**src/sv/pws_pkg.sv**
```systemverilog
// ============================================================================
// pws_pkg: shared types and constants for per-task window statistics
// Sizes of the task table, the sample windows and the front/back request.
// ============================================================================
package pws_pkg;
    localparam int TASK_ENTRIES = 64;
    localparam int WINDOW_DEPTH = 16;
    localparam int METRICS      = 3;
    localparam int SLOT_W       = $clog2(TASK_ENTRIES);
    localparam int POS_W        = $clog2(WINDOW_DEPTH);
    localparam int CNT_W        = $clog2(WINDOW_DEPTH + 1);
    localparam int USE_W        = $clog2(TASK_ENTRIES + 1);
    localparam int WIN_W        = $clog2(TASK_ENTRIES * METRICS);
    localparam int ID_W         = 22;
    localparam int DATA_W       = 32;
    localparam int SUM_W        = DATA_W + POS_W + 1;
    localparam int MQ_DEPTH     = 2;
    localparam logic [DATA_W-1:0] TOLERANCE_RESET = 32'd100;
    localparam logic [1:0] OP_INVALID = 2'd3;

    // Request from the front (lookup) to the back (window arithmetic).
    typedef struct packed {
        logic              drop;      // invalid opcode or table full: no work
        logic              full_flag;
        logic              fresh;
        logic [1:0]        opcode;
        logic [SLOT_W-1:0] slot;
        logic [DATA_W-1:0] sample;
    } pws_req_t;

    typedef struct packed {
        logic [SLOT_W-1:0] slot;
        logic [DATA_W-1:0] average;
        logic [CNT_W-1:0]  count;
        logic              metric_periodic;
        logic              task_periodic;
        logic              fresh;
        logic              full_flag;
    } pws_res_t;
endpackage

```
**src/sv/pws_ram.sv**
```systemverilog
// ============================================================================
// pws_ram: generic single-port-write, single-read RAM
// One write and one registered read per cycle.
// ============================================================================
module pws_ram #(
    parameter int WIDTH = 32,
    parameter int DEPTH = 64
) (
    input  logic                     clk,
    input  logic                     we,
    input  logic [$clog2(DEPTH)-1:0] waddr,
    input  logic [WIDTH-1:0]         wdata,
    input  logic [$clog2(DEPTH)-1:0] raddr,
    output logic [WIDTH-1:0]         rdata
);
    logic [WIDTH-1:0] mem [DEPTH];

    always_ff @(posedge clk)
    begin
        if (we)
        begin
            mem[waddr] <= wdata;
        end
        rdata <= mem[raddr];
    end
endmodule

```
**src/sv/pws_front.sv**
```systemverilog
// ============================================================================
// pws_front: task lookup and allocation
// Scan the key table one entry a cycle; a miss takes a fresh entry if free.
// ============================================================================
module pws_front (
    input  logic                       clk,
    input  logic                       rst_n,
    input  logic                       in_valid,
    output logic                       in_ready,
    input  logic [1:0]                 opcode,
    input  logic [pws_pkg::ID_W-1:0]   task_id,
    input  logic [pws_pkg::DATA_W-1:0] sample,
    output logic                       req_valid,
    input  logic                       req_ready,
    output pws_pkg::pws_req_t          req
);
    import pws_pkg::*;

    localparam logic [1:0] ST_IDLE = 2'd0;
    localparam logic [1:0] ST_SCAN = 2'd1;
    localparam logic [1:0] ST_OUT  = 2'd2;

    logic [1:0]        state_reg, state_next;
    logic [USE_W-1:0]  used_reg, used_next;
    logic [USE_W-1:0]  idx_reg, idx_next;
    logic [1:0]        op_reg;
    logic [ID_W-1:0]   id_reg;
    logic [DATA_W-1:0] smp_reg;
    pws_req_t          req_reg, req_next;
    logic              rd_pending_reg, rd_pending_next;
    logic              key_we;
    logic [ID_W-1:0]   key_rdata;
    logic [SLOT_W-1:0] hit_slot_reg;

    pws_ram #(.WIDTH(ID_W), .DEPTH(TASK_ENTRIES)) u_keys (
        .clk   (clk),
        .we    (key_we),
        .waddr (used_reg[SLOT_W-1:0]),
        .wdata (id_reg),
        .raddr (idx_reg[SLOT_W-1:0]),
        .rdata (key_rdata)
    );

    assign in_ready  = (state_reg == ST_IDLE);
    assign req_valid = (state_reg == ST_OUT);
    assign req       = req_reg;

    always_comb
    begin
        state_next      = state_reg;
        used_next       = used_reg;
        idx_next        = idx_reg;
        req_next        = req_reg;
        rd_pending_next = 1'b0;
        key_we          = 1'b0;
        unique case (state_reg)
            ST_IDLE:
            begin
                if (in_valid)
                begin
                    idx_next   = '0;
                    state_next = ST_SCAN;
                end
            end
            ST_SCAN:
            begin
                // idx_reg addresses the RAM; data of the previous index arrives now
                req_next.opcode = op_reg;
                req_next.sample = smp_reg;
                req_next.fresh  = 1'b0;
                req_next.full_flag = 1'b0;
                req_next.drop   = 1'b0;
                if (op_reg == OP_INVALID)
                begin
                    req_next.drop = 1'b1;
                    req_next.slot = '0;
                    state_next    = ST_OUT;
                end
                else if (rd_pending_reg && key_rdata == id_reg)
                begin
                    req_next.slot = hit_slot_reg;
                    state_next    = ST_OUT;
                end
                else if (idx_reg >= used_reg)
                begin
                    if (used_reg >= USE_W'(TASK_ENTRIES))
                    begin
                        req_next.drop      = 1'b1;
                        req_next.full_flag = 1'b1;
                        req_next.slot      = '0;
                    end
                    else
                    begin
                        key_we        = 1'b1;
                        req_next.slot = used_reg[SLOT_W-1:0];
                        req_next.fresh = 1'b1;
                        used_next     = used_reg + 1'b1;
                    end
                    state_next = ST_OUT;
                end
                else
                begin
                    idx_next        = idx_reg + 1'b1;
                    rd_pending_next = 1'b1;
                end
            end
            ST_OUT:
            begin
                if (req_ready)
                begin
                    state_next = ST_IDLE;
                end
            end
            default:
            begin
                state_next = ST_IDLE;
            end
        endcase
    end

    always_ff @(posedge clk or negedge rst_n)
    begin
        if (!rst_n)
        begin
            state_reg      <= ST_IDLE;
            used_reg       <= '0;
            idx_reg        <= '0;
            rd_pending_reg <= 1'b0;
        end
        else
        begin
            state_reg      <= state_next;
            used_reg       <= used_next;
            idx_reg        <= idx_next;
            rd_pending_reg <= rd_pending_next;
        end
    end

    always_ff @(posedge clk)
    begin
        req_reg      <= req_next;
        hit_slot_reg <= idx_reg[SLOT_W-1:0];
        if (state_reg == ST_IDLE && in_valid)
        begin
            op_reg  <= opcode;
            id_reg  <= task_id;
            smp_reg <= sample;
        end
    end

    ap_used_bound: assert property (@(posedge clk) disable iff (!rst_n)
        used_reg <= USE_W'(TASK_ENTRIES))
        else $error("task count beyond table size");
    ap_fresh_grows: assert property (@(posedge clk) disable iff (!rst_n)
        key_we |=> used_reg == $past(used_reg) + 1'b1)
        else $error("allocation without count advance");
    ap_full_no_alloc: assert property (@(posedge clk) disable iff (!rst_n)
        (req_valid && req.full_flag) |-> used_reg == USE_W'(TASK_ENTRIES))
        else $error("full flag with free entries");
endmodule

```
**config.mk**
```make
export PLATFORM = sky130hd
export DESIGN_NAME = pws_front
export DESIGN_NICKNAME = d
export VERILOG_FILES = /design/src/sv/pws_pkg.sv /design/src/sv/pws_ram.sv /design/src/sv/pws_front.sv
export SDC_FILE = /design/constraint.sdc
export NUM_CORES = 1
export LEC_CHECK = 0
export BUFFER_PORTS_ARGS = -buffer_cell sky130_fd_sc_hd__buf_2
export CAP_MARGIN = 20
export CORE_MARGIN = 4
export CORE_UTILIZATION = 33
export DETAILED_ROUTE_END_ITERATION = 6
export SLEW_MARGIN = 30
export SYNTH_ARGS = -nofsm -noshare
export SYNTH_HDL_FRONTEND = slang
export SYNTH_SLANG_ARGS = --single-unit
```
**constraint.sdc**
```tcl
create_clock -name clk -period 10.9 [get_ports clk]
set_input_delay 1.635 -clock clk [delete_from_list [all_inputs] [get_ports clk]]
set_output_delay 1.635 -clock clk [all_outputs]
set_load 0.01 [all_outputs]
```
======== Yosys cells after proc, flatten, opt, wreduce, memory -nomap -nowiden ========
Memory sizes are Yosys's and may differ from the RTL's. A register that Yosys moved wholly into a read port is not among the register bits.
Index checks and enable logic that the tools add are counted.
word-level totals
  bits in registers ....................... 122
  RAM bits ................................ 1408
  word-level logic and storage cells ...... 71
  memories kept ........................... 1
memory list
  name        words  width  read ports  clocked after memory_dff  wr ports  line           text
  u_keys.mem  64     22     1           1                         1         pws_ram.sv:16  logic [WIDTH-1:0] mem [DEPTH];
cells by class
  $add $sub $neg .......................... 2
  $lt $le $gt $ge ......................... 2
  equal/unequal tests ..................... 10
  mux-type cells .......................... 28
  bitwise logic cells ..................... 4
  reductions and logical operators ........ 10
operators by type and width
  operator                                               number
  two-way mux 7 bit                                      4
  == test 22 bit                                         1
  two-way mux 6 bit                                      3
  adder 7 x 1 -> 7 bit, second input constant            2
  case mux 7 bit (2 select lines)                        1
  two-way mux 2 bit                                      6
  two-way mux 1 bit                                      11
  AND reduction 5 bit                                    2
  inequality test 2 bit, second input constant           4
  >= comparator 7 bit                                    1
  >= comparator 7 bit, second input constant             1
  two-way mux 3 bit                                      2
  case mux 2 bit (3 select lines)                        1
  == test 2 bit, second input constant                   2
  inequality test 4 bit, second input constant           1
  inverter 1 bit                                         4
  AND reduction 3 bit                                    1
  nonzero test 3 bit                                     1
  OR reduction 3 bit                                     1
  == test 2 x 1 -> 1 bit, second input constant          1
  logical AND 1 bit                                      2
  zero test 2 bit                                        1
  inequality test 2 x 1 -> 1 bit, second input constant  1
  AND reduction 2 bit                                    1
  nonzero test 2 bit                                     1

======== Longest topological paths before layout ========
  word-level depth ........................ 8
  depth in mapped cells ................... 14
  gate-level depth less buffers ........... 8

======== Hierarchy ========
A second synthesis with hierarchy kept.
unflattened totals
  cell total of the unflattened synthesis .. 2620
  area total of the unflattened synthesis .. 58821.4 µm²
by module, submodules not included
  module     times used  cells an instance  area an instance (µm²)  seq. area each (µm²)
  pws_ram    1           2349               54260.8                 42721.0
  pws_front  1           271                4560.6                  3518.4

======== Worst setup path after synthesis ========
Ideal clock, no wire load.
  path kind ............................... flip-flop to flip-flop
  start point ............................. register idx_reg[0]
  end point ............................... memory u_keys.mem[15][0] (netlist name) (enable)
  library setup time ...................... 0.465 ns
  arrival time ............................ 4.618 ns
  data required time ...................... 10.435 ns
  path slack .............................. 5.817 ns
  stages on the path, launching flop included .. 14
  path buffers ............................ 5
  cell sequence ........................... dfrtp_1 -> clkbuf_2 -> buf_6 -> buf_6 -> buf_6 -> inv_1 -> ha_1 -> nand2b_1 -> a211oi_1 -> o311a_1 -> buf_2 -> nor2_2 -> nand3_1 -> nor4b_1
on the way
  cells in the longest elaborated chain, start to end .. 7
ends and longest elaborated chain
  what                                     line              text
  start: declaration                       pws_front.sv:25   logic [USE_W-1:0] idx_reg, idx_next;
  start signal: assignment                 pws_front.sv:134  idx_reg <= idx_next;
  >= comparator 7 bit                      pws_front.sv:84   else if (idx_reg >= used_reg)
  two-way mux 1 bit                        pws_front.sv:84
  two-way mux 1 bit                        pws_front.sv:79   else if (rd_pending_reg && key_rdata == id_reg)
  two-way mux 1 bit                        pws_front.sv:73   if (op_reg == OP_INVALID)
  two-way mux 1 bit                        pws_front.sv:56   unique case (state_reg)
  two-way mux 1 bit                        pws_ram.sv:20     if (we)
  two-way mux 1 bit (implied by the code)  pws_ram.sv:22     mem[waddr] <= wdata;
  end: declaration                         pws_ram.sv:16
No other way between the ends.

======== Worst setup path in the final report ========
  start point ............................. register idx_reg[0]
  end point ............................... memory u_keys.mem[49][14] (netlist name) (enable)
The elaborated chain is that of the path after synthesis.

==> reports/metrics.cfg <==
[critical_path]
crit_fanout=30
cpPeakStageDelay_ns=1.01
crit_arrival_ns=5.30
path_class=reg -> reg
crit_path_start_kind=flip-flop
path_common_cell=nor2_2
crit_chain=inv_1 > ha_1 > nand2b_1 > a211oi_1 > o311a_1 > nor2_2 > nand4_1 > nor2_2 > buf_4
crit_path_end_kind=flip-flop
crit_slowest_cell=nor2_2
crit_required_ns=11.35

[global_route]
grt_pass1_wl_um=201000
grt.overflow.total=0
antenna_found_initial=4
track_usage_pct=14.8
grt_pass1_vias=28101
grt_max_degree=113

[sta]
maxSlewHeadroom_pct=31.2
holdWs_ns=0.404
max_freq_ghz=0.206
hold_viol=0
slew_violations=0
worstMarginPinSlew_ns=1.03
setup_viol=0
setup_tns_ns=0
finalCritPeriodShare_pct=44.5
fin_crit_ns=4.85
finalWorstSetupSlack_ns=6.05
rsz0062_at_grt=no
finClkSkew_ns=0.0338

[final_layout]
largest_reg_flops=1408
fin_util_pct=38.3
syn_to_final_growth_pct=14.9
layout_common_cells=edfxtp_1 (1507), mux4_2 (352), a22oi_1 (197), clkbuf_16 (157)
fin_nets=2911
fin_area_sq_um=66900
drive_gt1_share_pct=28.8
fillers=15447
layout_commonest_cell=edfxtp_1
fin_cells=5288
n_antenna_cell=0

[synthesis]
synth_area_sq_um=58200
synth.top_cells.by_area=edfxtp_1 (78%), mux4_2 (14%), a22oi_1 (2.5%)
synthCells=2615
synth-seq-cells=1552
syn-mean-instance-area_sq_um=22.3
synth-warning-count=0
ys.flop_type=edfxtp_1
ys_async_sr_fraction_pct=1.10
yosysSeqAreaShare_pct=79.4
synth_edf_count=1507
yosys.area.top_type=edfxtp_1
synth_cell_types=47
synth_top_area_share_pct=77.7
syn_nets=2685

[pwr]
leakagePower_nw=20.5
powerDensity_nw_per_um2=230
p_total_mw=15.4
switchingPower_mw=4.25
p_int_mw=11.1
ir_drop_mv=0.178
p_sw_share_pct=27.6
combPwrFrac_pct=20.4
power_frac_seq_pct=46.7
clockPowerShare_pct=32.9

[route]
route.met3.wl_um=9880
firstDrtPassIters=7
vias=27451
wl_met2_um=67200
vias_per_cell=5.19
drc_errors=0
routed.top_layer=met5
first_iter_violations=3321
m1WireLength_um=57200
routedWlPerCell_um=26.1
drtAntennaViolNets=0
drt-total-wl_um=138000

[placement]
preCtsSetupSlack_ns=6.16
hpwl_um=75300
io_buffer_count=104
dpl-instance-area_sq_um=62100
dp_cells=5011
gp_congestion=0.798

[clock_tree]
cts.htree.levels=4
cts_max_path_buffers=3
cts_tree=done
cts_resized=0
cts_hold_buf=0
post_cts_buffers=0
cts.clk_slew.worst_paths_ns=0.06
clock-sinks=1552
numCtsBuffers=152
clk_latency_ns=0.78
clockRootBuffer=clkbuf_16

[floorplan]
core_sq_um=175000
die_y_um=428
dieArea_sq_um=183000
row_count=153
io_pins=105
start_util_pct=33.3
dieWidth_um=428

[run_status]
status=finished clean

[job]
max_cap_violations=0

[min_path]
min_path_type=reg -> reg

-- area by class of cell --
type                    count  area (sq um)  area share [%]
repair buffers            215          1410            2.11
well taps                2325          2910            4.35
clock buffers             212          4240            6.33
multi-input cells         908         11600            17.3
flip-flops and latches   1552         46200            69.1
inverters                  12          45.0          0.0673
clock inverters            64           542           0.809
-- layer usage --
metal,up-vias,track usage [%]
met5,-,0
met3,204,2.61
met2,1071,23.8
li1,11499,-
met1,14675,20.5
met4,2,4.85
-- cell usage after synthesis, drive strengths merged, types with 2 or more instances --
library cell / count
nand4: 17
nand2b: 3
mux4: 352
nor2: 80
or3: 6
dfxtp: 28
xnor2: 27
a21oi: 45
mux2: 2
o31a: 6
nand2: 106
clkbuf: 79
o21ai: 3
nand3: 14
ha: 10
a21o: 2
nor4: 3
nor3: 8
a31oi: 6
and2: 3
a22oi: 197
inv: 12
dfrtp: 17
buf: 64
and3: 3
nor2b: 5
edfxtp: 1507
-- kinds of logic (layout without fill, tap and decap cells) --
group / after synthesis / in the layout / share of synthesized area [%]
compound gates: 267 / 267 / 3.28
buf+inv: 155 / 503 / 1.17
mux: 355 / 355 / 13.7
flops: 1552 / 1552 / 79.4
xor+xnor: 27 / 27 / 0.406
fa+ha+maj: 10 / 10 / 0.215
simple gates: 249 / 249 / 1.88
-- final timing paths --
| check | start | endpoint | slack [ns] | cells after the start |
|---|---|---|---|---|
| setup / recovery | idx_reg[0]$_DFFE_PN0P_ | u_keys.mem[49][14]$_DFFE_PP_ | 6.05 | 9 |
| hold / removal | smp_reg[28]$_DFFE_PP_ | req[28]$_DFFE_PP_ | 0.40 | 0 |
| setup reg to reg | idx_reg[0]$_DFFE_PN0P_ | u_keys.mem[49][14]$_DFFE_PP_ | 6.05 | 9 |
| hold reg to reg | smp_reg[28]$_DFFE_PP_ | req[28]$_DFFE_PP_ | 0.40 | 0 |
| max in group asynchronous | rst_n | idx_reg[1]$_DFFE_PN0P_ | 9.74 | 1 |
| min in group asynchronous | rst_n | idx_reg[2]$_DFFE_PN0P_ | 0.81 | 1 |
-- power groups by stage --
stage	combinational, mW	sequential, mW	clock (mW)
floorplan	1.99	7.38	0
global placement	3.15	7.31	0
detailed placement	3.18	7.31	0
CTS	3.18	7.19	5.17
global route	3.36	7.20	5.44
finish	3.14	7.18	5.06
-- critical path, delay by kind of cell, from the launching register on --
family | cells | cell delay [ns]
AOI/OAI and AO/OA | 2 | 0.52
DFF | 1 | 0.83
adders and majority gates | 1 | 0.30
buffers and inverters | 2 | 0.45
and+or+nand+nor | 4 | 2.41
Power figures use the tool's default switching activity.
